===== config.mk =====
export PLATFORM = sky130hd
export DESIGN_NAME = aes_key
export DESIGN_NICKNAME = d
export VERILOG_FILES = /design/src/aes_pkg.sv /design/src/aes_key.sv
export SDC_FILE = /design/constraint.sdc
export NUM_CORES = 2
export LEC_CHECK = 0
export BUFFER_PORTS_ARGS = -buffer_cell sky130_fd_sc_hd__buf_2
export CORE_AREA = 4 4 581 583
export DETAILED_ROUTE_END_ITERATION = 8
export DIE_AREA = 0 0 585 587
export SLEW_MARGIN = 40
export SYNTH_ARGS = -nofsm -noshare
export SYNTH_HDL_FRONTEND = slang
export SYNTH_SLANG_ARGS = --single-unit

===== constraint.sdc =====
create_clock -name clk -period 8.9 [get_ports clk]
set_input_delay 1.335 -clock clk [delete_from_list [all_inputs] [get_ports clk]]
set_output_delay 1.335 -clock clk [all_outputs]
set_load 0.02 [all_outputs]

===== src/aes_pkg.sv =====
// Package: AES-128 types, register codes, S-box tables and round functions.
package aes_pkg;

  localparam int unsigned QUEUE_DEPTH = 2;
  localparam int unsigned NUM_ROUNDS  = 10;
  localparam int unsigned CFG_IDX_W   = 2;

  localparam logic [CFG_IDX_W-1:0] REG_KEY_HIGH = 2'd0;
  localparam logic [CFG_IDX_W-1:0] REG_KEY_LOW  = 2'd1;

  localparam logic KIND_ENC = 1'b0;
  localparam logic KIND_DEC = 1'b1;

  typedef struct packed {
    logic        kind;
    logic [63:0] block_high;
    logic [63:0] block_low;
  } in_t;

  typedef struct packed {
    logic [63:0] result_high;
    logic [63:0] result_low;
  } out_t;

  localparam logic [7:0] FWD_SBOX [256] = '{
    8'h63,8'h7c,8'h77,8'h7b,8'hf2,8'h6b,8'h6f,8'hc5,8'h30,8'h01,8'h67,8'h2b,8'hfe,8'hd7,8'hab,8'h76,
    8'hca,8'h82,8'hc9,8'h7d,8'hfa,8'h59,8'h47,8'hf0,8'had,8'hd4,8'ha2,8'haf,8'h9c,8'ha4,8'h72,8'hc0,
    8'hb7,8'hfd,8'h93,8'h26,8'h36,8'h3f,8'hf7,8'hcc,8'h34,8'ha5,8'he5,8'hf1,8'h71,8'hd8,8'h31,8'h15,
    8'h04,8'hc7,8'h23,8'hc3,8'h18,8'h96,8'h05,8'h9a,8'h07,8'h12,8'h80,8'he2,8'heb,8'h27,8'hb2,8'h75,
    8'h09,8'h83,8'h2c,8'h1a,8'h1b,8'h6e,8'h5a,8'ha0,8'h52,8'h3b,8'hd6,8'hb3,8'h29,8'he3,8'h2f,8'h84,
    8'h53,8'hd1,8'h00,8'hed,8'h20,8'hfc,8'hb1,8'h5b,8'h6a,8'hcb,8'hbe,8'h39,8'h4a,8'h4c,8'h58,8'hcf,
    8'hd0,8'hef,8'haa,8'hfb,8'h43,8'h4d,8'h33,8'h85,8'h45,8'hf9,8'h02,8'h7f,8'h50,8'h3c,8'h9f,8'ha8,
    8'h51,8'ha3,8'h40,8'h8f,8'h92,8'h9d,8'h38,8'hf5,8'hbc,8'hb6,8'hda,8'h21,8'h10,8'hff,8'hf3,8'hd2,
    8'hcd,8'h0c,8'h13,8'hec,8'h5f,8'h97,8'h44,8'h17,8'hc4,8'ha7,8'h7e,8'h3d,8'h64,8'h5d,8'h19,8'h73,
    8'h60,8'h81,8'h4f,8'hdc,8'h22,8'h2a,8'h90,8'h88,8'h46,8'hee,8'hb8,8'h14,8'hde,8'h5e,8'h0b,8'hdb,
    8'he0,8'h32,8'h3a,8'h0a,8'h49,8'h06,8'h24,8'h5c,8'hc2,8'hd3,8'hac,8'h62,8'h91,8'h95,8'he4,8'h79,
    8'he7,8'hc8,8'h37,8'h6d,8'h8d,8'hd5,8'h4e,8'ha9,8'h6c,8'h56,8'hf4,8'hea,8'h65,8'h7a,8'hae,8'h08,
    8'hba,8'h78,8'h25,8'h2e,8'h1c,8'ha6,8'hb4,8'hc6,8'he8,8'hdd,8'h74,8'h1f,8'h4b,8'hbd,8'h8b,8'h8a,
    8'h70,8'h3e,8'hb5,8'h66,8'h48,8'h03,8'hf6,8'h0e,8'h61,8'h35,8'h57,8'hb9,8'h86,8'hc1,8'h1d,8'h9e,
    8'he1,8'hf8,8'h98,8'h11,8'h69,8'hd9,8'h8e,8'h94,8'h9b,8'h1e,8'h87,8'he9,8'hce,8'h55,8'h28,8'hdf,
    8'h8c,8'ha1,8'h89,8'h0d,8'hbf,8'he6,8'h42,8'h68,8'h41,8'h99,8'h2d,8'h0f,8'hb0,8'h54,8'hbb,8'h16};

  localparam logic [7:0] INV_SBOX [256] = '{
    8'h52,8'h09,8'h6a,8'hd5,8'h30,8'h36,8'ha5,8'h38,8'hbf,8'h40,8'ha3,8'h9e,8'h81,8'hf3,8'hd7,8'hfb,
    8'h7c,8'he3,8'h39,8'h82,8'h9b,8'h2f,8'hff,8'h87,8'h34,8'h8e,8'h43,8'h44,8'hc4,8'hde,8'he9,8'hcb,
    8'h54,8'h7b,8'h94,8'h32,8'ha6,8'hc2,8'h23,8'h3d,8'hee,8'h4c,8'h95,8'h0b,8'h42,8'hfa,8'hc3,8'h4e,
    8'h08,8'h2e,8'ha1,8'h66,8'h28,8'hd9,8'h24,8'hb2,8'h76,8'h5b,8'ha2,8'h49,8'h6d,8'h8b,8'hd1,8'h25,
    8'h72,8'hf8,8'hf6,8'h64,8'h86,8'h68,8'h98,8'h16,8'hd4,8'ha4,8'h5c,8'hcc,8'h5d,8'h65,8'hb6,8'h92,
    8'h6c,8'h70,8'h48,8'h50,8'hfd,8'hed,8'hb9,8'hda,8'h5e,8'h15,8'h46,8'h57,8'ha7,8'h8d,8'h9d,8'h84,
    8'h90,8'hd8,8'hab,8'h00,8'h8c,8'hbc,8'hd3,8'h0a,8'hf7,8'he4,8'h58,8'h05,8'hb8,8'hb3,8'h45,8'h06,
    8'hd0,8'h2c,8'h1e,8'h8f,8'hca,8'h3f,8'h0f,8'h02,8'hc1,8'haf,8'hbd,8'h03,8'h01,8'h13,8'h8a,8'h6b,
    8'h3a,8'h91,8'h11,8'h41,8'h4f,8'h67,8'hdc,8'hea,8'h97,8'hf2,8'hcf,8'hce,8'hf0,8'hb4,8'he6,8'h73,
    8'h96,8'hac,8'h74,8'h22,8'he7,8'had,8'h35,8'h85,8'he2,8'hf9,8'h37,8'he8,8'h1c,8'h75,8'hdf,8'h6e,
    8'h47,8'hf1,8'h1a,8'h71,8'h1d,8'h29,8'hc5,8'h89,8'h6f,8'hb7,8'h62,8'h0e,8'haa,8'h18,8'hbe,8'h1b,
    8'hfc,8'h56,8'h3e,8'h4b,8'hc6,8'hd2,8'h79,8'h20,8'h9a,8'hdb,8'hc0,8'hfe,8'h78,8'hcd,8'h5a,8'hf4,
    8'h1f,8'hdd,8'ha8,8'h33,8'h88,8'h07,8'hc7,8'h31,8'hb1,8'h12,8'h10,8'h59,8'h27,8'h80,8'hec,8'h5f,
    8'h60,8'h51,8'h7f,8'ha9,8'h19,8'hb5,8'h4a,8'h0d,8'h2d,8'he5,8'h7a,8'h9f,8'h93,8'hc9,8'h9c,8'hef,
    8'ha0,8'he0,8'h3b,8'h4d,8'hae,8'h2a,8'hf5,8'hb0,8'hc8,8'heb,8'hbb,8'h3c,8'h83,8'h53,8'h99,8'h61,
    8'h17,8'h2b,8'h04,8'h7e,8'hba,8'h77,8'hd6,8'h26,8'he1,8'h69,8'h14,8'h63,8'h55,8'h21,8'h0c,8'h7d};

  // Multiply by x in GF(2^8)
  function automatic logic [7:0] xt(input logic [7:0] x);
    xt = {x[6:0], 1'b0} ^ (x[7] ? 8'h1b : 8'h00);
  endfunction

  // Byte i of a state word, byte 0 in the top bits
  function automatic logic [7:0] gb(input logic [127:0] s, input int i);
    gb = s[127-8*i -: 8];
  endfunction

  // One key schedule step: next round key from the current one
  function automatic logic [127:0] key_step(input logic [127:0] k, input logic [7:0] rc);
    logic [31:0] t;
    logic [31:0] w0, w1, w2, w3;
    t  = {FWD_SBOX[k[23:16]], FWD_SBOX[k[15:8]], FWD_SBOX[k[7:0]], FWD_SBOX[k[31:24]]};
    t  = t ^ {rc, 24'h0};
    w0 = k[127:96] ^ t;
    w1 = k[95:64] ^ w0;
    w2 = k[63:32] ^ w1;
    w3 = k[31:0] ^ w2;
    key_step = {w0, w1, w2, w3};
  endfunction

  // Forward round: sub bytes, shift rows, optional mix columns, add key
  function automatic logic [127:0] enc_round(input logic [127:0] s, input logic [127:0] rk,
                                             input logic last);
    logic [7:0] t [16];
    logic [7:0] m [16];
    logic [127:0] o;
    for (int c = 0; c < 4; c++) begin
      for (int r = 0; r < 4; r++) begin
        t[4*c+r] = FWD_SBOX[gb(s, 4*((c+r)%4)+r)];
      end
    end
    for (int c = 0; c < 4; c++) begin
      for (int r = 0; r < 4; r++) begin
        m[4*c+r] = xt(t[4*c+r]) ^ xt(t[4*c+(r+1)%4]) ^ t[4*c+(r+1)%4]
                 ^ t[4*c+(r+2)%4] ^ t[4*c+(r+3)%4];
      end
    end
    for (int i = 0; i < 16; i++) begin
      o[127-8*i -: 8] = last ? t[i] : m[i];
    end
    enc_round = o ^ rk;
  endfunction

  // Inverse round: inverse shift rows, inverse sub bytes, add key, optional inverse mix
  function automatic logic [127:0] dec_round(input logic [127:0] s, input logic [127:0] rk,
                                             input logic last);
    logic [7:0] t [16];
    logic [7:0] a [16];
    logic [7:0] x2, x4, x8;
    logic [7:0] m [16];
    logic [127:0] o;
    for (int c = 0; c < 4; c++) begin
      for (int r = 0; r < 4; r++) begin
        t[4*((c+r)%4)+r] = INV_SBOX[gb(s, 4*c+r)];
      end
    end
    for (int i = 0; i < 16; i++) begin
      a[i] = t[i] ^ rk[127-8*i -: 8];
    end
    for (int i = 0; i < 16; i++) begin
      m[i] = 8'h00;
    end
    for (int c = 0; c < 4; c++) begin
      for (int r = 0; r < 4; r++) begin
        for (int k = 0; k < 4; k++) begin
          x2 = xt(a[4*c+(r+k)%4]);
          x4 = xt(x2);
          x8 = xt(x4);
          unique case (k)
            0:       m[4*c+r] = m[4*c+r] ^ x8 ^ x4 ^ x2;
            1:       m[4*c+r] = m[4*c+r] ^ x8 ^ x2 ^ a[4*c+(r+k)%4];
            2:       m[4*c+r] = m[4*c+r] ^ x8 ^ x4 ^ a[4*c+(r+k)%4];
            default: m[4*c+r] = m[4*c+r] ^ x8 ^ a[4*c+(r+k)%4];
          endcase
        end
      end
    end
    for (int i = 0; i < 16; i++) begin
      o[127-8*i -: 8] = last ? a[i] : m[i];
    end
    dec_round = o;
  endfunction

endpackage


===== src/aes_key.sv =====
// Key registers and round key schedule, expanded after reset and once per key write.
module aes_key import aes_pkg::*; #(
  parameter int unsigned ROUNDS = NUM_ROUNDS
) (
  input  logic                 clk,
  input  logic                 rst_n,
  input  logic                 cfg_valid,
  input  logic [CFG_IDX_W-1:0] cfg_index,
  input  logic [63:0]          cfg_data,
  output logic                 busy,
  output logic [127:0]         rkeys [ROUNDS+1]
);
  localparam int unsigned KW = $clog2(ROUNDS + 1);

  logic [63:0]   key_hi_r, key_lo_r;
  logic          busy_r, busy_nxt;
  logic [KW-1:0] cnt_r, cnt_nxt;
  logic [127:0]  cur_r, cur_nxt;
  logic [7:0]    rc_r, rc_nxt;
  logic [127:0]  rk_r [ROUNDS+1];
  logic [127:0]  step_key;

  assign busy     = busy_r;
  assign rkeys    = rk_r;
  assign step_key = key_step(cur_r, rc_r);

  // Hold key registers
  always_ff @(posedge clk) begin
    if (!rst_n) begin
      key_hi_r <= '0;
      key_lo_r <= '0;
    end else if (cfg_valid) begin
      if (cfg_index == REG_KEY_HIGH) begin
        key_hi_r <= cfg_data;
      end
      if (cfg_index == REG_KEY_LOW) begin
        key_lo_r <= cfg_data;
      end
    end
  end

  // Sweep the schedule one round key a cycle
  always_comb begin
    busy_nxt = busy_r;
    cnt_nxt  = cnt_r;
    cur_nxt  = cur_r;
    rc_nxt   = rc_r;
    if (busy_r) begin
      if (cnt_r == '0) begin
        cur_nxt = {key_hi_r, key_lo_r};
        rc_nxt  = 8'h01;
        cnt_nxt = KW'(1);
      end else begin
        cur_nxt = step_key;
        rc_nxt  = xt(rc_r);
        cnt_nxt = cnt_r + 1'b1;
        if (cnt_r == KW'(ROUNDS)) begin
          busy_nxt = 1'b0;
        end
      end
    end
    if (cfg_valid) begin
      busy_nxt = 1'b1;
      cnt_nxt  = '0;
    end
  end

  always_ff @(posedge clk) begin
    if (!rst_n) begin
      busy_r <= 1'b1;
      cnt_r  <= '0;
    end else begin
      busy_r <= busy_nxt;
      cnt_r  <= cnt_nxt;
    end
  end

  always_ff @(posedge clk) begin
    cur_r <= cur_nxt;
    rc_r  <= rc_nxt;
    if (busy_r && !cfg_valid) begin
      rk_r[cnt_r] <= (cnt_r == '0) ? {key_hi_r, key_lo_r} : step_key;
    end
  end
endmodule


==> impl_metrics.yaml <==
outcome:
  outcome: "finished, final reports clean"
layout:
  nFillCells: 34350
  drive_gt1_frac: 0.3272
  multi_input_area_mm2: 0.01917
  nets: 6491
  syn_to_final_growth_pct: 28.70
  final_cells: 10940
  ff_latch_area_mm2: 0.04903
place:
  pre_cts_ws_ns: 3.662
  portBuffers: 1477
  globalplace.congestion: 0.9441
  placed_cells: 10560
  place_hpwl_um: 222600
min_path:
  whs_path_depth: 2
  hp-class: "reg2reg"
  hp-start: "key_lo_r[13]$_SDFFE_PN0P_"
  min_to: "key_lo_r[13]$_SDFFE_PN0P_"
power:
  power_frac_seq: 0.361
  p_switching_mw: 10.61
  peakVddDrop_mv: 0.1914
  leakage_nw: 31.86
  p_clk_frac: 0.280
  power.density_mw_per_mm2: 311.4
  comb_power_share: 0.359
  p_int_mw: 17.12
  total_power_mw: 27.72
  p_sw_frac: 0.3826
setup_path:
  arrival_ns: 5.87
  start_kind: "register"
  criticalPathCategory: "reg2reg"
  r2r_end: "rkeys[1154]$_DFFE_PP_"
  endpoint_kind: "register"
  crit_required_ns: 9.47
  r2r_cells: 12
  r2r_slack_ns: 3.60
  rr_startpoint: "cur_r[25]$_DFFE_PP_"
  cp_max_fo: 33
route:
  drcViolationCount: 0
  drtPass1Iterations: 6
  routed_wirelength_um: 315600
  wire_per_inst_um: 28.85
  drtAntennaViolNets: 0
  drt_iter0_markers: 5237
  route.vias.total: 51420
  via_per_inst: 4.701
logic_synthesis:
  synth_xor_xnor_area_share: 0.02806
  synth_fp_nets: 5029
  syn_inst: 4900
  synthAdderAreaFrac: 0.01085
  yosysUniqueCellTypes: 102
  syn_area_mm2: 0.06917
  synth-main-ff-cell: "edfxtp_1"
  synth.avg_cell_area_um2: 14.12
  synth-edff-count: 1544
  yosys-mux-area-fraction: 0.01843
  synth-compound-area-share: 0.1117
  ys_seq_area_frac: 0.7088
  synth-simple-area-share: 0.09534
  async_reset_ff_frac: 0
  synth_top_family_by_area: "compound AO/OA/AOI/OAI gates"
  yosys_warnings: 0
  synth.ff_latch_count: 1677
floorplan:
  std_cell_rows: 212
  ios: 1478
  start_util: 0.2080
  die_y_um: 587
  die-area_mm2: 0.3434
  die_w_um: 585
  core_mm2: 0.3326
sta:
  min_period_ns: 5.302
  clock_skew_ns: 0.08085
  hold_viol: 0
  worst_slack_ns: 3.598
  fmaxAchievable_mhz: 188.6
  maxSlewHeadroom: 0.3299
  tightest_slew_ns: 1.005
  setup_tns_ns: 0
  setup_violations: 0
  period_share: 0.5957
  drv_slew: 0
  rsz0062_at_grt: "no"
cts:
  cts.repair.resized: 0
  h-tree-depth: 4
  cts-buffers-inserted: 185
  clock_sinks: 1677
  cts_tree: "yes"
  root_buffer: "clkbuf_16"
  post_cts_buffers: 0
  clk_pin_slew_worst_paths_ns: 0.06
  cts_hold_buf: 0
  clock_latency_ns: 0.89
  cts_buffer_depth: 4
global_routing:
  grt_pass1_vias: 50500
  grt_start_max_net_pins: 140
  grt_pass1_wl_um: 423900
  track_usage: 0.1739
  overflow: 0
  antenna_found_initial: 87
flow_run:
  drv_cap: 0
stage by stage:
stage | cell area [um2] | hold WS [ns] | util
after floorplan | 69170 | 0.4410 | -
after global placement | 82000 | 0.4509 | 0.2465
after global routing | 88980 | 0.4820 | 0.2675
after detailed placement | 82720 | 0.4585 | 0.2487
after CTS | 88800 | 0.4673 | 0.2670
final | 89020 | 0.4633 | 0.2676
flip-flops by register name, summed over array words and instances, names as in the netlist:
name / cells
cur_r: 128
rkeys: 1408
rc_r: 8
key_lo_r: 64
busy: 1
key_hi_r: 64
cnt_r: 4
routing by layer:
metal,vias to the layer above,GRT usage,part of all wire
met3,677,0.04112,0.088
li1,21620,-,-
met4,6,0.07965,0.054
met5,-,0,0.00015
met2,3207,0.2841,0.46
met1,25920,0.2171,0.39
cells in the final DEF (no fill, tap or decap), drive strengths merged, types with 98 or more instances in the layout:
cell type	count
nor2	284
a21boi	132
nand2	516
nor2b	98
dfxtp	133
o21ai	203
buf	1631
a21oi	233
edfxtp	1544
nand2b	108
clkbuf	224
logic make-up (layout without fill, tap and decap cells):
group | Yosys count | in the layout
flops | 1677 | 1677
simple gates | 1380 | 1380
compound gates | 1119 | 1119
buf+inv | 404 | 2016
xor+xnor | 165 | 165
mux | 95 | 95
fa+ha+maj | 60 | 60
other cells | 0 | 40
area by class of cell:
type	count	share of cell area
sequential	1677	0.5508
multi-input combinational	2819	0.2154
timing repair buffer	1631	0.1007
tap	4387	0.06166
clock buffer	224	0.05422
clock inverter	113	0.01413
inverter	48	0.002024
antenna	40	0.001124
synth_stat cells (24+ instances only):
| library cell | n | area (um2) |
|---|---|---|
| a211oi_1 | 45 | 337.8 |
| a21boi_0 | 132 | 991.0 |
| a21oi_1 | 233 | 1166 |
| a311oi_1 | 28 | 245.2 |
| a31oi_1 | 47 | 294.0 |
| and2_1 | 44 | 275.3 |
| buf_1 | 31 | 116.4 |
| buf_2 | 123 | 615.6 |
| clkbuf_1 | 168 | 630.6 |
| dfxtp_1 | 133 | 2663 |
| edfxtp_1 | 1544 | 46360 |
| ha_1 | 60 | 750.7 |
| inv_1 | 40 | 150.1 |
| mux2_2 | 25 | 281.5 |
| mux2i_1 | 45 | 450.4 |
| nand2_1 | 516 | 1937 |
| nand2b_1 | 108 | 675.7 |
| nand3_1 | 64 | 320.3 |
| nor2_1 | 281 | 1055 |
| nor2b_1 | 98 | 613.1 |
| nor3_1 | 77 | 385.4 |
| nor4_1 | 28 | 175.2 |
| o211ai_1 | 55 | 412.9 |
| o21ai_0 | 194 | 970.9 |
| o221ai_1 | 29 | 254.0 |
| o311ai_0 | 37 | 324.1 |
| o31ai_1 | 26 | 195.2 |
| or3_1 | 26 | 162.7 |
| xnor2_1 | 82 | 718.2 |
| xnor3_1 | 24 | 540.5 |
| xor2_1 | 46 | 402.9 |
power by group through the flow:
stage | registers (mW) | clock network (mW) | logic, mW
floorplan | 10.4 | 0 | 5.30
global route | 10.0 | 8.33 | 10.5
CTS | 10.0 | 7.99 | 9.86
global placement | 10.2 | 0 | 9.69
detailed placement | 10.2 | 0 | 9.83
finish | 10.0 | 7.76 | 9.95
critical path: stages, from the launching register on:
cell and delay (ns):
edfxtp_1 0.32, buf_4 0.37, inv_1 0.27, ha_1 0.60, nor2_1 0.57, a221o_1 0.28, a32o_1 0.23, a311oi_1 0.08
a21o_1 0.20, mux2i_1 0.52, xor2_2 0.47, xnor3_1 0.44, o21ai_2 0.62
worst max-delay path by stage:
stage	from	end	slack, ns	cells past startpoint
floorplan	busy$_SDFF_PP1_	rkeys[1152]$_DFFE_PP_	1.23	3
global placement	cur_r[8]$_DFFE_PP_	rkeys[1077]$_DFFE_PP_	3.27	12
detailed placement	cur_r[8]$_DFFE_PP_	rkeys[1077]$_DFFE_PP_	3.66	12
CTS	cur_r[8]$_DFFE_PP_	rkeys[277]$_DFFE_PP_	3.64	12
global route	cur_r[8]$_DFFE_PP_	rkeys[277]$_DFFE_PP_	3.43	12
finish	cur_r[25]$_DFFE_PP_	rkeys[1154]$_DFFE_PP_	3.60	12
No activity file was read; power rests on OpenSTA's default activity.
