### src/aes_pkg.sv
// Package: AES-128 types, register codes, S-box tables and round functions.
package aes_pkg;

  localparam int unsigned QUEUE_DEPTH = 2;
  localparam int unsigned NUM_ROUNDS  = 10;
  localparam int unsigned CFG_IDX_W   = 2;

  localparam logic [CFG_IDX_W-1:0] REG_KEY_HIGH = 2'd0;
  localparam logic [CFG_IDX_W-1:0] REG_KEY_LOW  = 2'd1;

  localparam logic KIND_ENC = 1'b0;
  localparam logic KIND_DEC = 1'b1;

  typedef struct packed {
    logic        kind;
    logic [63:0] block_high;
    logic [63:0] block_low;
  } in_t;

  typedef struct packed {
    logic [63:0] result_high;
    logic [63:0] result_low;
  } out_t;

  localparam logic [7:0] FWD_SBOX [256] = '{
    8'h63,8'h7c,8'h77,8'h7b,8'hf2,8'h6b,8'h6f,8'hc5,8'h30,8'h01,8'h67,8'h2b,8'hfe,8'hd7,8'hab,8'h76,
    8'hca,8'h82,8'hc9,8'h7d,8'hfa,8'h59,8'h47,8'hf0,8'had,8'hd4,8'ha2,8'haf,8'h9c,8'ha4,8'h72,8'hc0,
    8'hb7,8'hfd,8'h93,8'h26,8'h36,8'h3f,8'hf7,8'hcc,8'h34,8'ha5,8'he5,8'hf1,8'h71,8'hd8,8'h31,8'h15,
    8'h04,8'hc7,8'h23,8'hc3,8'h18,8'h96,8'h05,8'h9a,8'h07,8'h12,8'h80,8'he2,8'heb,8'h27,8'hb2,8'h75,
    8'h09,8'h83,8'h2c,8'h1a,8'h1b,8'h6e,8'h5a,8'ha0,8'h52,8'h3b,8'hd6,8'hb3,8'h29,8'he3,8'h2f,8'h84,
    8'h53,8'hd1,8'h00,8'hed,8'h20,8'hfc,8'hb1,8'h5b,8'h6a,8'hcb,8'hbe,8'h39,8'h4a,8'h4c,8'h58,8'hcf,
    8'hd0,8'hef,8'haa,8'hfb,8'h43,8'h4d,8'h33,8'h85,8'h45,8'hf9,8'h02,8'h7f,8'h50,8'h3c,8'h9f,8'ha8,
    8'h51,8'ha3,8'h40,8'h8f,8'h92,8'h9d,8'h38,8'hf5,8'hbc,8'hb6,8'hda,8'h21,8'h10,8'hff,8'hf3,8'hd2,
    8'hcd,8'h0c,8'h13,8'hec,8'h5f,8'h97,8'h44,8'h17,8'hc4,8'ha7,8'h7e,8'h3d,8'h64,8'h5d,8'h19,8'h73,
    8'h60,8'h81,8'h4f,8'hdc,8'h22,8'h2a,8'h90,8'h88,8'h46,8'hee,8'hb8,8'h14,8'hde,8'h5e,8'h0b,8'hdb,
    8'he0,8'h32,8'h3a,8'h0a,8'h49,8'h06,8'h24,8'h5c,8'hc2,8'hd3,8'hac,8'h62,8'h91,8'h95,8'he4,8'h79,
    8'he7,8'hc8,8'h37,8'h6d,8'h8d,8'hd5,8'h4e,8'ha9,8'h6c,8'h56,8'hf4,8'hea,8'h65,8'h7a,8'hae,8'h08,
    8'hba,8'h78,8'h25,8'h2e,8'h1c,8'ha6,8'hb4,8'hc6,8'he8,8'hdd,8'h74,8'h1f,8'h4b,8'hbd,8'h8b,8'h8a,
    8'h70,8'h3e,8'hb5,8'h66,8'h48,8'h03,8'hf6,8'h0e,8'h61,8'h35,8'h57,8'hb9,8'h86,8'hc1,8'h1d,8'h9e,
    8'he1,8'hf8,8'h98,8'h11,8'h69,8'hd9,8'h8e,8'h94,8'h9b,8'h1e,8'h87,8'he9,8'hce,8'h55,8'h28,8'hdf,
    8'h8c,8'ha1,8'h89,8'h0d,8'hbf,8'he6,8'h42,8'h68,8'h41,8'h99,8'h2d,8'h0f,8'hb0,8'h54,8'hbb,8'h16};

  localparam logic [7:0] INV_SBOX [256] = '{
    8'h52,8'h09,8'h6a,8'hd5,8'h30,8'h36,8'ha5,8'h38,8'hbf,8'h40,8'ha3,8'h9e,8'h81,8'hf3,8'hd7,8'hfb,
    8'h7c,8'he3,8'h39,8'h82,8'h9b,8'h2f,8'hff,8'h87,8'h34,8'h8e,8'h43,8'h44,8'hc4,8'hde,8'he9,8'hcb,
    8'h54,8'h7b,8'h94,8'h32,8'ha6,8'hc2,8'h23,8'h3d,8'hee,8'h4c,8'h95,8'h0b,8'h42,8'hfa,8'hc3,8'h4e,
    8'h08,8'h2e,8'ha1,8'h66,8'h28,8'hd9,8'h24,8'hb2,8'h76,8'h5b,8'ha2,8'h49,8'h6d,8'h8b,8'hd1,8'h25,
    8'h72,8'hf8,8'hf6,8'h64,8'h86,8'h68,8'h98,8'h16,8'hd4,8'ha4,8'h5c,8'hcc,8'h5d,8'h65,8'hb6,8'h92,
    8'h6c,8'h70,8'h48,8'h50,8'hfd,8'hed,8'hb9,8'hda,8'h5e,8'h15,8'h46,8'h57,8'ha7,8'h8d,8'h9d,8'h84,
    8'h90,8'hd8,8'hab,8'h00,8'h8c,8'hbc,8'hd3,8'h0a,8'hf7,8'he4,8'h58,8'h05,8'hb8,8'hb3,8'h45,8'h06,
    8'hd0,8'h2c,8'h1e,8'h8f,8'hca,8'h3f,8'h0f,8'h02,8'hc1,8'haf,8'hbd,8'h03,8'h01,8'h13,8'h8a,8'h6b,
    8'h3a,8'h91,8'h11,8'h41,8'h4f,8'h67,8'hdc,8'hea,8'h97,8'hf2,8'hcf,8'hce,8'hf0,8'hb4,8'he6,8'h73,
    8'h96,8'hac,8'h74,8'h22,8'he7,8'had,8'h35,8'h85,8'he2,8'hf9,8'h37,8'he8,8'h1c,8'h75,8'hdf,8'h6e,
    8'h47,8'hf1,8'h1a,8'h71,8'h1d,8'h29,8'hc5,8'h89,8'h6f,8'hb7,8'h62,8'h0e,8'haa,8'h18,8'hbe,8'h1b,
    8'hfc,8'h56,8'h3e,8'h4b,8'hc6,8'hd2,8'h79,8'h20,8'h9a,8'hdb,8'hc0,8'hfe,8'h78,8'hcd,8'h5a,8'hf4,
    8'h1f,8'hdd,8'ha8,8'h33,8'h88,8'h07,8'hc7,8'h31,8'hb1,8'h12,8'h10,8'h59,8'h27,8'h80,8'hec,8'h5f,
    8'h60,8'h51,8'h7f,8'ha9,8'h19,8'hb5,8'h4a,8'h0d,8'h2d,8'he5,8'h7a,8'h9f,8'h93,8'hc9,8'h9c,8'hef,
    8'ha0,8'he0,8'h3b,8'h4d,8'hae,8'h2a,8'hf5,8'hb0,8'hc8,8'heb,8'hbb,8'h3c,8'h83,8'h53,8'h99,8'h61,
    8'h17,8'h2b,8'h04,8'h7e,8'hba,8'h77,8'hd6,8'h26,8'he1,8'h69,8'h14,8'h63,8'h55,8'h21,8'h0c,8'h7d};

  // Multiply by x in GF(2^8)
  function automatic logic [7:0] xt(input logic [7:0] x);
    xt = {x[6:0], 1'b0} ^ (x[7] ? 8'h1b : 8'h00);
  endfunction

  // Byte i of a state word, byte 0 in the top bits
  function automatic logic [7:0] gb(input logic [127:0] s, input int i);
    gb = s[127-8*i -: 8];
  endfunction

  // One key schedule step: next round key from the current one
  function automatic logic [127:0] key_step(input logic [127:0] k, input logic [7:0] rc);
    logic [31:0] t;
    logic [31:0] w0, w1, w2, w3;
    t  = {FWD_SBOX[k[23:16]], FWD_SBOX[k[15:8]], FWD_SBOX[k[7:0]], FWD_SBOX[k[31:24]]};
    t  = t ^ {rc, 24'h0};
    w0 = k[127:96] ^ t;
    w1 = k[95:64] ^ w0;
    w2 = k[63:32] ^ w1;
    w3 = k[31:0] ^ w2;
    key_step = {w0, w1, w2, w3};
  endfunction

  // Forward round: sub bytes, shift rows, optional mix columns, add key
  function automatic logic [127:0] enc_round(input logic [127:0] s, input logic [127:0] rk,
                                             input logic last);
    logic [7:0] t [16];
    logic [7:0] m [16];
    logic [127:0] o;
    for (int c = 0; c < 4; c++) begin
      for (int r = 0; r < 4; r++) begin
        t[4*c+r] = FWD_SBOX[gb(s, 4*((c+r)%4)+r)];
      end
    end
    for (int c = 0; c < 4; c++) begin
      for (int r = 0; r < 4; r++) begin
        m[4*c+r] = xt(t[4*c+r]) ^ xt(t[4*c+(r+1)%4]) ^ t[4*c+(r+1)%4]
                 ^ t[4*c+(r+2)%4] ^ t[4*c+(r+3)%4];
      end
    end
    for (int i = 0; i < 16; i++) begin
      o[127-8*i -: 8] = last ? t[i] : m[i];
    end
    enc_round = o ^ rk;
  endfunction

  // Inverse round: inverse shift rows, inverse sub bytes, add key, optional inverse mix
  function automatic logic [127:0] dec_round(input logic [127:0] s, input logic [127:0] rk,
                                             input logic last);
    logic [7:0] t [16];
    logic [7:0] a [16];
    logic [7:0] x2, x4, x8;
    logic [7:0] m [16];
    logic [127:0] o;
    for (int c = 0; c < 4; c++) begin
      for (int r = 0; r < 4; r++) begin
        t[4*((c+r)%4)+r] = INV_SBOX[gb(s, 4*c+r)];
      end
    end
    for (int i = 0; i < 16; i++) begin
      a[i] = t[i] ^ rk[127-8*i -: 8];
    end
    for (int i = 0; i < 16; i++) begin
      m[i] = 8'h00;
    end
    for (int c = 0; c < 4; c++) begin
      for (int r = 0; r < 4; r++) begin
        for (int k = 0; k < 4; k++) begin
          x2 = xt(a[4*c+(r+k)%4]);
          x4 = xt(x2);
          x8 = xt(x4);
          unique case (k)
            0:       m[4*c+r] = m[4*c+r] ^ x8 ^ x4 ^ x2;
            1:       m[4*c+r] = m[4*c+r] ^ x8 ^ x2 ^ a[4*c+(r+k)%4];
            2:       m[4*c+r] = m[4*c+r] ^ x8 ^ x4 ^ a[4*c+(r+k)%4];
            default: m[4*c+r] = m[4*c+r] ^ x8 ^ a[4*c+(r+k)%4];
          endcase
        end
      end
    end
    for (int i = 0; i < 16; i++) begin
      o[127-8*i -: 8] = last ? a[i] : m[i];
    end
    dec_round = o;
  endfunction

endpackage

### src/aes_fifo.sv
// Small synchronous queue used as the input queue and at the result side.
module aes_fifo import aes_pkg::*; #(
  parameter int unsigned W     = 8,
  parameter int unsigned DEPTH = QUEUE_DEPTH
) (
  input  logic         clk,
  input  logic         rst_n,
  input  logic         push,
  input  logic [W-1:0] push_data,
  output logic         full,
  input  logic         pop,
  output logic [W-1:0] pop_data,
  output logic         empty
);
  localparam int unsigned AW = (DEPTH > 1) ? $clog2(DEPTH) : 1;
  localparam int unsigned CW = $clog2(DEPTH + 1);

  logic [W-1:0]  mem_r [DEPTH];
  logic [AW-1:0] wr_r, wr_nxt, rd_r, rd_nxt;
  logic [CW-1:0] cnt_r, cnt_nxt;
  logic          do_push, do_pop;

  assign full     = (cnt_r == CW'(DEPTH));
  assign empty    = (cnt_r == '0);
  assign do_push  = push && !full;
  assign do_pop   = pop && !empty;
  assign pop_data = mem_r[rd_r];

  // Advance pointers with wrap at the depth
  always_comb begin
    wr_nxt  = wr_r;
    rd_nxt  = rd_r;
    cnt_nxt = cnt_r;
    if (do_push) begin
      wr_nxt = (wr_r == AW'(DEPTH - 1)) ? '0 : wr_r + 1'b1;
    end
    if (do_pop) begin
      rd_nxt = (rd_r == AW'(DEPTH - 1)) ? '0 : rd_r + 1'b1;
    end
    if (do_push && !do_pop) begin
      cnt_nxt = cnt_r + 1'b1;
    end else if (do_pop && !do_push) begin
      cnt_nxt = cnt_r - 1'b1;
    end
  end

  always_ff @(posedge clk) begin
    if (!rst_n) begin
      wr_r  <= '0;
      rd_r  <= '0;
      cnt_r <= '0;
    end else begin
      wr_r  <= wr_nxt;
      rd_r  <= rd_nxt;
      cnt_r <= cnt_nxt;
    end
  end

  // Store entry
  always_ff @(posedge clk) begin
    if (do_push) begin
      mem_r[wr_r] <= push_data;
    end
  end
endmodule

### config.mk
export PLATFORM = sky130hd
export DESIGN_NAME = aes_fifo
export DESIGN_NICKNAME = d
export VERILOG_FILES = /design/src/aes_pkg.sv /design/src/aes_fifo.sv
export SDC_FILE = /design/constraint.sdc
export NUM_CORES = 1
export LEC_CHECK = 0
export ABC_AREA = 1
export BUFFER_PORTS_ARGS = -buffer_cell sky130_fd_sc_hd__buf_2
export CAP_MARGIN = 40
export CORE_ASPECT_RATIO = 1.25
export CORE_UTILIZATION = 45
export DETAILED_ROUTE_END_ITERATION = 16
export PLACE_DENSITY_LB_ADDON = 0.12
export SETUP_SLACK_MARGIN = 0.4
export SYNTH_ARGS = -nofsm -noshare
export SYNTH_HDL_FRONTEND = slang
export SYNTH_SLANG_ARGS = --single-unit
export TNS_END_PERCENT = 50
### constraint.sdc
create_clock -name clk -period 2.2 [get_ports clk]
set_input_delay 0.22 -clock clk [delete_from_list [all_inputs] [get_ports clk]]
set_output_delay 0.22 -clock clk [all_outputs]
set_load 0.005 [all_outputs]
==> impl_metrics.env, run 1 <==
export IMPL_slew_limit_headroom_pct=54.3
export IMPL_worst_ep_required_time_ps=1980
export IMPL_yosysUniqueCellTypes=15
export IMPL_grt_overflow_total=0
export IMPL_area_growth_syn_to_layout_pct=18.1
export IMPL_synthDominantCellAreaShare_pct=58.4
export IMPL_synthesis_area_per_instance_sq_um=13.1
export IMPL_cts_inserted_buffers=3
export IMPL_detail_route_drc_violations=0
export IMPL_critical_path_slowest_cell="dfxtp_1"
export IMPL_post_drt_via_cell_ratio=4.90
export IMPL_total_nets_after_synthesis=76
export IMPL_p_int_w=0.000716
export IMPL_die_area_sq_mm=0.00201
export IMPL_cts_clk_slew_worst_paths_ps=110
export IMPL_setup_repair_after_global_routing_missed_its_margin="false"
export IMPL_clkPwrFrac_pct=17.5
export IMPL_final_hold_violation_count=0
export IMPL_post_synth_inst_count=63
export IMPL_outcome="finished clean"
export IMPL_relative_contribution_of_combinational_cells_to_total_power_pct=28.5
export IMPL_worst_ep_arrival_time_ps=1370
export IMPL_post_route_cell_area_sq_um=972
export IMPL_largest_net_degree_at_the_start_of_global_routing=12
export IMPL_pwr_density_cell_mw_per_mm2=1050
export IMPL_drt_pass1_iterations=4
export IMPL_routed_wire_length_per_instance_um=11.5
export IMPL_ys_seq_elements=21
export IMPL_final_antenna_net_count=0
export IMPL_clock_insertion_delay_worst_skew_ps=290
export IMPL_finalCriticalPeriod_ps=1590
export IMPL_routed_wirelength_um=1210
export IMPL_drtIter0Drc=7
export IMPL_worstSetupPathType="reg -> out"
export IMPL_last_weighted_congestion_value_of_the_routability_driven_placer=0.672
export IMPL_post_dp_cell_area_sq_um=946
export IMPL_synth_top_cells_by_area="edfxtp_1 58%, dfxtp_1 12%, mux2_2 11%, nor2_1 4.6%, inv_1 3.6%"
export IMPL_cts_tree="done"
export IMPL_post_route_worst_setup_slack_ps=611
export IMPL_worstPathCellList="mux2_2 -> buf_2"
export IMPL_first_global_vias=462
export IMPL_ctsHoldBuffers=0
export IMPL_endpoint_kind="primary output"
export IMPL_power_ir_vdd_worst_uv=543
export IMPL_clock_sink_count=21
export IMPL_max_clock_path_buffers=2
export IMPL_switching_share_pct=30.1
export IMPL_ys_warn_count=0
export IMPL_report_final_setup_viol=0
export IMPL_grt_antenna_before_repair=0
export IMPL_setup_total_negative_slack_ps=0
export IMPL_synth_sequential_area_ratio_pct=70.5
export IMPL_commonest_cells_after_routing_fill_and_taps_aside="21 x buf_2, 16 x edfxtp_1, 10 x nor2_1"
export IMPL_fin_nets=101
export IMPL_core_region_area_sq_mm=0.00164
export IMPL_mostFrequentLayoutCell="buf_2"
export IMPL_post_cts_resized_instances=0
export IMPL_initial_core_util_pct=50.2
export IMPL_crit_family="flip-flops"
export IMPL_power_leakage_nw=0.408
export IMPL_die_w_um=40.3
export IMPL_synth_cell_area_sq_um=823
export IMPL_grt_first_pass_wirelength_um=1830
export IMPL_timing_final_max_slew_violations=0
export IMPL_critical_path_n_buffers_inverters=1
export IMPL_detailed_place_hpwl_um=910
export IMPL_fmax_mhz=629
export IMPL_clock_skew_final_ps=0.684
export IMPL_min_delay_path_class="in -> reg"
export IMPL_post_cts_setup_buffers=0
export IMPL_worst_setup_path_start_kind="flop"
export IMPL_dp_worst_setup_slack_ps=762
export IMPL_via_count=515
export IMPL_post_synth_top_area_cell="edfxtp_1"
export IMPL_crit_fanout=8
export IMPL_p_switching_w=0.000309
export IMPL_die_h_um=49.8
export IMPL_max_cap_viol_count=0
export IMPL_io_buffers=21
export IMPL_cts_root_buf="clkbuf_4"
export IMPL_globalRouteTotalUtil_pct=14.0
export IMPL_final_layout_size_suffix_gt1_share_pct=40.2
export IMPL_htree_levels=1
export IMPL_seqPwrFrac_pct=54.0
export IMPL_antenna_diode_count=0
export IMPL_critPathMaxStageDelay_ps=560
export IMPL_max_slew_worst_pin_slew_ps=682
export IMPL_io_pin_count=22
export IMPL_row_count=16
export IMPL_final_period_utilization_pct=72.2
[flip-flops by register name (all words and copies together) (netlist names), named ones only]
signal,cells
rd_r,1
mem_r,16
wr_r,1
cnt_r,2
[final cells by class]
| class | count | area, sq um |
|---|---|---|
| Sequential cell | 21 | 581 |
| Timing Repair Buffer | 21 | 105 |
| Clock buffer | 4 | 26.3 |
| Fill cell | 141 | 669 |
| Inverter | 9 | 33.8 |
| Tap cell | 18 | 22.5 |
| Multi-Input combinational cell | 32 | 204 |
[power by group through the flow]
stage	clock network, W	logic (W)	registers [W]
2_1_floorplan	0	0.000214	0.000540
3_3_place_gp	0	0.000289	0.000559
3_5_place_dp	0	0.000295	0.000565
4_1_cts	0.000181	0.000297	0.000555
5_1_grt	0.000200	0.000335	0.000565
6_report	0.000179	0.000292	0.000554
[worst paths after layout]
check,from,to,slack [ps],cells after the start
min,push_data[4],mem_r[0][4]$_DFFE_PP_,100,1
max,flop,pop_data[5],610,2
min reg2reg,rd_r$_SDFFE_PN0P_,flop,520,2
max reg2reg,cnt_r[0]$_SDFFE_PN0P_,mem_r[0][6]$_DFFE_PP_,760,2
[cell usage after synthesis]
cell,instances
inv_1,8
nand2_1,6
edfxtp_1,16
buf_2,1
o21ai_2,1
a21oi_1,1
nor2_2,1
nand4_1,1
o21ai_0,2
nor2_1,10
mux2_2,8
dfxtp_1,5
inv_2,1
nand3_1,1
ha_1,1
[metal layers]
layer / part of all wire (%) / global-route usage, % / vias to the layer above
met3: 5.5 / 2.70 / 2
met5: 0 / 0 / -
met1: 42 / 15.5 / 234
met4: 1.1 / 10.0 / 0
li1: - / - / 262
met2: 51 / 22.3 / 17
[logic make-up (layout without fill, tap and decap cells)]
group	count (synthesis)	in the layout	share of synthesized area, %
adder cells (fa/ha/maj)	1	1	1.52
AND/OR/NAND/NOR	19	19	9.42
AO/OA/AOI/OAI	4	4	2.89
buffers and inverters	10	34	4.71
multiplexers	8	8	10.9
flip-flops	21	21	70.5
[through the flow]
stage	total power, W	cells	util, %	hold WS (ps)
after CTS	0.00103	105	59.2	101
after floorplan	0.000754	63	-	319
after global routing	0.00110	105	59.2	88.2
final	0.00103	105	59.2	103
after global placement	0.000849	101	57.6	409
after detailed placement	0.000860	101	57.6	412
(Power assumes the default switching activity.)
==> run 2, diff against run 1 <==
--- a/config.mk
+++ b/config.mk
@@ -5,11 +5,11 @@
 export SDC_FILE = /design/constraint.sdc
 export NUM_CORES = 1
 export LEC_CHECK = 0
-export ABC_AREA = 1
+export ABC_AREA = 0
 export BUFFER_PORTS_ARGS = -buffer_cell sky130_fd_sc_hd__buf_2
 export CAP_MARGIN = 40
 export CORE_ASPECT_RATIO = 1.25
-export CORE_UTILIZATION = 45
+export CORE_UTILIZATION = 44
 export DETAILED_ROUTE_END_ITERATION = 16
 export PLACE_DENSITY_LB_ADDON = 0.12
 export SETUP_SLACK_MARGIN = 0.4
==> constraint.sdc (replaced) <==
create_clock -name clk -period 1.3 [get_ports clk]
set_input_delay 0.13 -clock clk [delete_from_list [all_inputs] [get_ports clk]]
set_output_delay 0.13 -clock clk [all_outputs]
set_load 0.005 [all_outputs]
==> run 2 against run 1 <==
  * The flow now finishes with violations (setup timing)
  * Design area grew 23%
  * Worst setup slack got worse by 740 ps
  * First-iteration DRC count increased by 57%
  * Sequential share of layout area is 10 points lower
  * Synthesized area decreased by 1.7%
  * Core utilization grew 13 points
  * Sequential cell count unchanged
  * Largest cell class unchanged
  * Largest power group is now combinational cells
==> impl_metrics.env, run 2 <==
export IMPL_ys_top_cells_by_count="16 x edfxtp_1, 8 x mux2_2, 5 x dfxtp_1"
export IMPL_htree_levels=1
export IMPL_final_fill_count=116
export IMPL_post_synth_inst_count=50
export IMPL_die_w_um=40.4
export IMPL_antenna_diode_count=0
export IMPL_worstPathCellList="nand2b_4 -> inv_4 -> nor2_2 -> ha_4 -> xor2_2 -> or3_1 -> a21boi_1"
export IMPL_detail_route_drc_violations=0
export IMPL_worst_setup_path_start_kind="flop"
export IMPL_groute_layer_met2_usage_pct=28.0
export IMPL_post_drt_via_cell_ratio=5.00
export IMPL_setup_repair_after_global_routing_missed_its_margin="true"
export IMPL_finalHoldWorstSlack_ps=25.6
export IMPL_die_h_um=50.0
export IMPL_final_hold_violation_count=0
export IMPL_mostFrequentLayoutCell="edfxtp_1"
export IMPL_groute_layer_met3_usage_pct=2.70
export IMPL_power_ir_vdd_worst_uv=1050
export IMPL_met1_usage_pct=16.1
export IMPL_largestRegisters="mem_r (16), cnt_r (2)"
export IMPL_cts_root_buf="clkbuf_4"
export IMPL_yosysUniqueCellTypes=20
export IMPL_synth_sequential_area_ratio_pct=71.7
export IMPL_clock_insertion_delay_worst_skew_ps=290
export IMPL_fin_nets=100
export IMPL_max_slew_worst_pin_slew_ps=281
export IMPL_ys_seq_elements=21
export IMPL_grt_first_pass_wirelength_um=2130
export IMPL_row_count=16
export IMPL_grt_overflow_total=0
export IMPL_post_route_worst_setup_slack_ps=-126
export IMPL_number_of_flops_mapped_to_enable_cells_by_yosys=16
export IMPL_endpoint_kind="flop"
export IMPL_pwr_density_cell_mw_per_mm2=1880
export IMPL_asyncSetResetFlopFracSynth_pct=0
export IMPL_critPathMaxStageDelay_ps=350
export IMPL_max_clock_path_buffers=2
export IMPL_dominantRegCellSynth="edfxtp_1"
export IMPL_synth_top_cells_by_area="edfxtp_1 59%, dfxtp_1 12%, mux2_2 11%, and2_1 2.3%, xnor2_1 2.2%"
export IMPL_ys_warn_count=0
export IMPL_global_route_peak_usage_layer="met2"
export IMPL_synth_cell_area_sq_um=810
export IMPL_clock_sink_count=21
export IMPL_largest_net_degree_at_the_start_of_global_routing=12
export IMPL_critical_path_slowest_cell="or3_1"
export IMPL_globalRouteTotalUtil_pct=15.3
export IMPL_cts_clk_slew_worst_paths_ps=100
export IMPL_largest_reg_flops=16
export IMPL_min_delay_path_class="in -> reg"
export IMPL_last_weighted_congestion_value_of_the_routability_driven_placer=0.624
export IMPL_routed_wire_length_per_instance_um=13.7
export IMPL_final_layout_size_suffix_gt1_share_pct=60.5
export IMPL_r2r_end="cnt_r[1]$_SDFFE_PN0P_"
export IMPL_worstSetupPathType="reg -> reg"
export IMPL_biggest_register="mem_r"
export IMPL_crit_fanout=3
export IMPL_holdCritStartpoint="push_data[0]"
export IMPL_synthesis_area_per_instance_sq_um=16.2
export IMPL_area_growth_syn_to_layout_pct=47.1
export IMPL_min_path_cells=1
export IMPL_finalCriticalPeriod_ps=1430
export IMPL_grt_antenna_before_repair=0
export IMPL_worst_ep_arrival_time_ps=1650
export IMPL_total_nets_after_synthesis=63
export IMPL_crit_reg2reg_launch="cnt_r[0]$_SDFFE_PN0P_"
export IMPL_worst_ep_required_time_ps=1520
export IMPL_final_antenna_net_count=0
export IMPL_timing_final_max_slew_violations=0
export IMPL_cts_inserted_buffers=3
export IMPL_io_buffers=21
export IMPL_outcome="complete, but fails checks"
export IMPL_timing_hold_worst_endpoint="mem_r[1][0]$_DFFE_PP_"
export IMPL_synthDominantCellAreaShare_pct=59.4
export IMPL_detailed_place_hpwl_um=963
export IMPL_synthMostInstantiatedCell="edfxtp_1"
export IMPL_die_area_sq_mm=0.00202
export IMPL_slew_limit_headroom_pct=81.1
export IMPL_initial_core_util_pct=49.3
export IMPL_first_global_vias=525
export IMPL_report_final_setup_viol=24
export IMPL_final_period_utilization_pct=110
export IMPL_p_total_w=0.00224
export IMPL_power_leakage_nw=0.490
export IMPL_routed_wirelength_um=1430
export IMPL_via_count=520
export IMPL_core_region_area_sq_mm=0.00164
export IMPL_drtIter0Drc=11
export IMPL_worstRegToRegCells=7
export IMPL_post_synth_top_area_cell="edfxtp_1"
export IMPL_drt_pass1_iterations=3
export IMPL_r2r_slack_ps=-130
export IMPL_io_pin_count=22
export IMPL_commonest_cells_after_routing_fill_and_taps_aside="16 x edfxtp_1, 13 x buf_2, 11 x buf_6"
export IMPL_violations="setup timing"
export IMPL_cts_tree="done"
export IMPL_clock_skew_final_ps=2.75
export IMPL_fmax_mhz=701
export IMPL_max_cap_viol_count=0
-- run 2: changes by cell type in the layout (fill, tap and decap cells not counted), sizes merged, moves of 2 or more --
cell         delta
inv             -7
dlygate4sd3     +2
nand2           -6
a21boi          +2
buf            +10
nor2            -9
xnor2           +2
and2            +3
-- run 2: logic make-up (layout without fill, tap and decap cells) --
| logic type | count (synthesis) | in the layout | synth area share, % |
|---|---|---|---|
| AND/OR/NAND/NOR | 9 | 9 | 6.80 |
| adder cells (fa/ha/maj) | 1 | 1 | 1.55 |
| XOR/XNOR | 3 | 3 | 3.25 |
| buffers and inverters | 3 | 39 | 1.54 |
| AO/OA/AOI/OAI | 5 | 5 | 4.02 |
| flip-flops | 21 | 21 | 71.7 |
| multiplexers | 8 | 8 | 11.1 |
-- run 2: per-stage QoR --
| stage | setup TNS (ps) | worst slack (ps) | util (%) | cell area (sq um) | instances |
|---|---|---|---|---|---|
| final | -1610 | -126 | 72.6 | 1190 | 104 |
| after CTS | -351 | -118 | 69.0 | 1130 | 100 |
| after global routing | -2730 | -191 | 72.6 | 1190 | 104 |
| after detailed placement | -124 | -124 | 61.2 | 1000 | 94 |
| after global placement | -39.9 | -39.9 | 61.2 | 1000 | 94 |
| after floorplan | -65.0 | -65.0 | - | 837 | 50 |
-- run 2: area by class of cell --
class                      count  area, sq um  area share, %
tap                           18         22.5           1.89
inverter                       2         10.0          0.840
sequential                    21          587           49.3
multi-input combinational     26          284           23.8
clock buffer                   4         26.3           2.21
timing repair buffer          33          262           22.0
-- run 2: repair_timing --
item	in CTS	in global routing
endpoints found under the hold margin	0	3
setup endpoints to repair	31	31
gates resized for setup	20	5
buffers inserted	2	1
cloned	0	1
hold buffers	0	2
pin swaps	1	2
-- run 2: power breakdown --
group	leakage [nW]	switching, W	internal, W
Clock	0.0150	0.000169	0.000119
Sequential	0.192	0.000100	0.000870
Combinational	0.283	0.000344	0.000639
-- run 2: worst max-delay path: cells and delay by family, from the launching register on --
kind / cells / cell delay [ps]
and+or+nand+nor: 3 / 540
DFF: 1 / 340
adders and majority gates: 1 / 160
xor gates and xnor gates: 1 / 140
AOI/OAI and AO/OA: 1 / 130
buffers and inverters: 1 / 50
-- run 2: per-layer routing --
metal / wire [um] / share of wire (%)
met1: 523 / 37
met2: 857 / 60
met3: 47 / 3.3
met4: 0 / 0
met5: 0 / 0
-- run 2: worst max-delay path by stage --
| stage | depth (start not counted) | startpoint | end |
|---|---|---|---|
| 2_1_floorplan | 7 | cnt_r[0]$_SDFFE_PN0P_ | cnt_r[1]$_SDFFE_PN0P_ |
| 3_3_place_gp | 7 | cnt_r[0]$_SDFFE_PN0P_ | cnt_r[1]$_SDFFE_PN0P_ |
| 3_5_place_dp | 5 | cnt_r[1]$_SDFFE_PN0P_ | cnt_r[1]$_SDFFE_PN0P_ |
| 4_1_cts | 7 | cnt_r[0]$_SDFFE_PN0P_ | cnt_r[1]$_SDFFE_PN0P_ |
| 5_1_grt | 7 | cnt_r[0]$_SDFFE_PN0P_ | cnt_r[1]$_SDFFE_PN0P_ |
| 6_report | 7 | cnt_r[0]$_SDFFE_PN0P_ | cnt_r[1]$_SDFFE_PN0P_ |
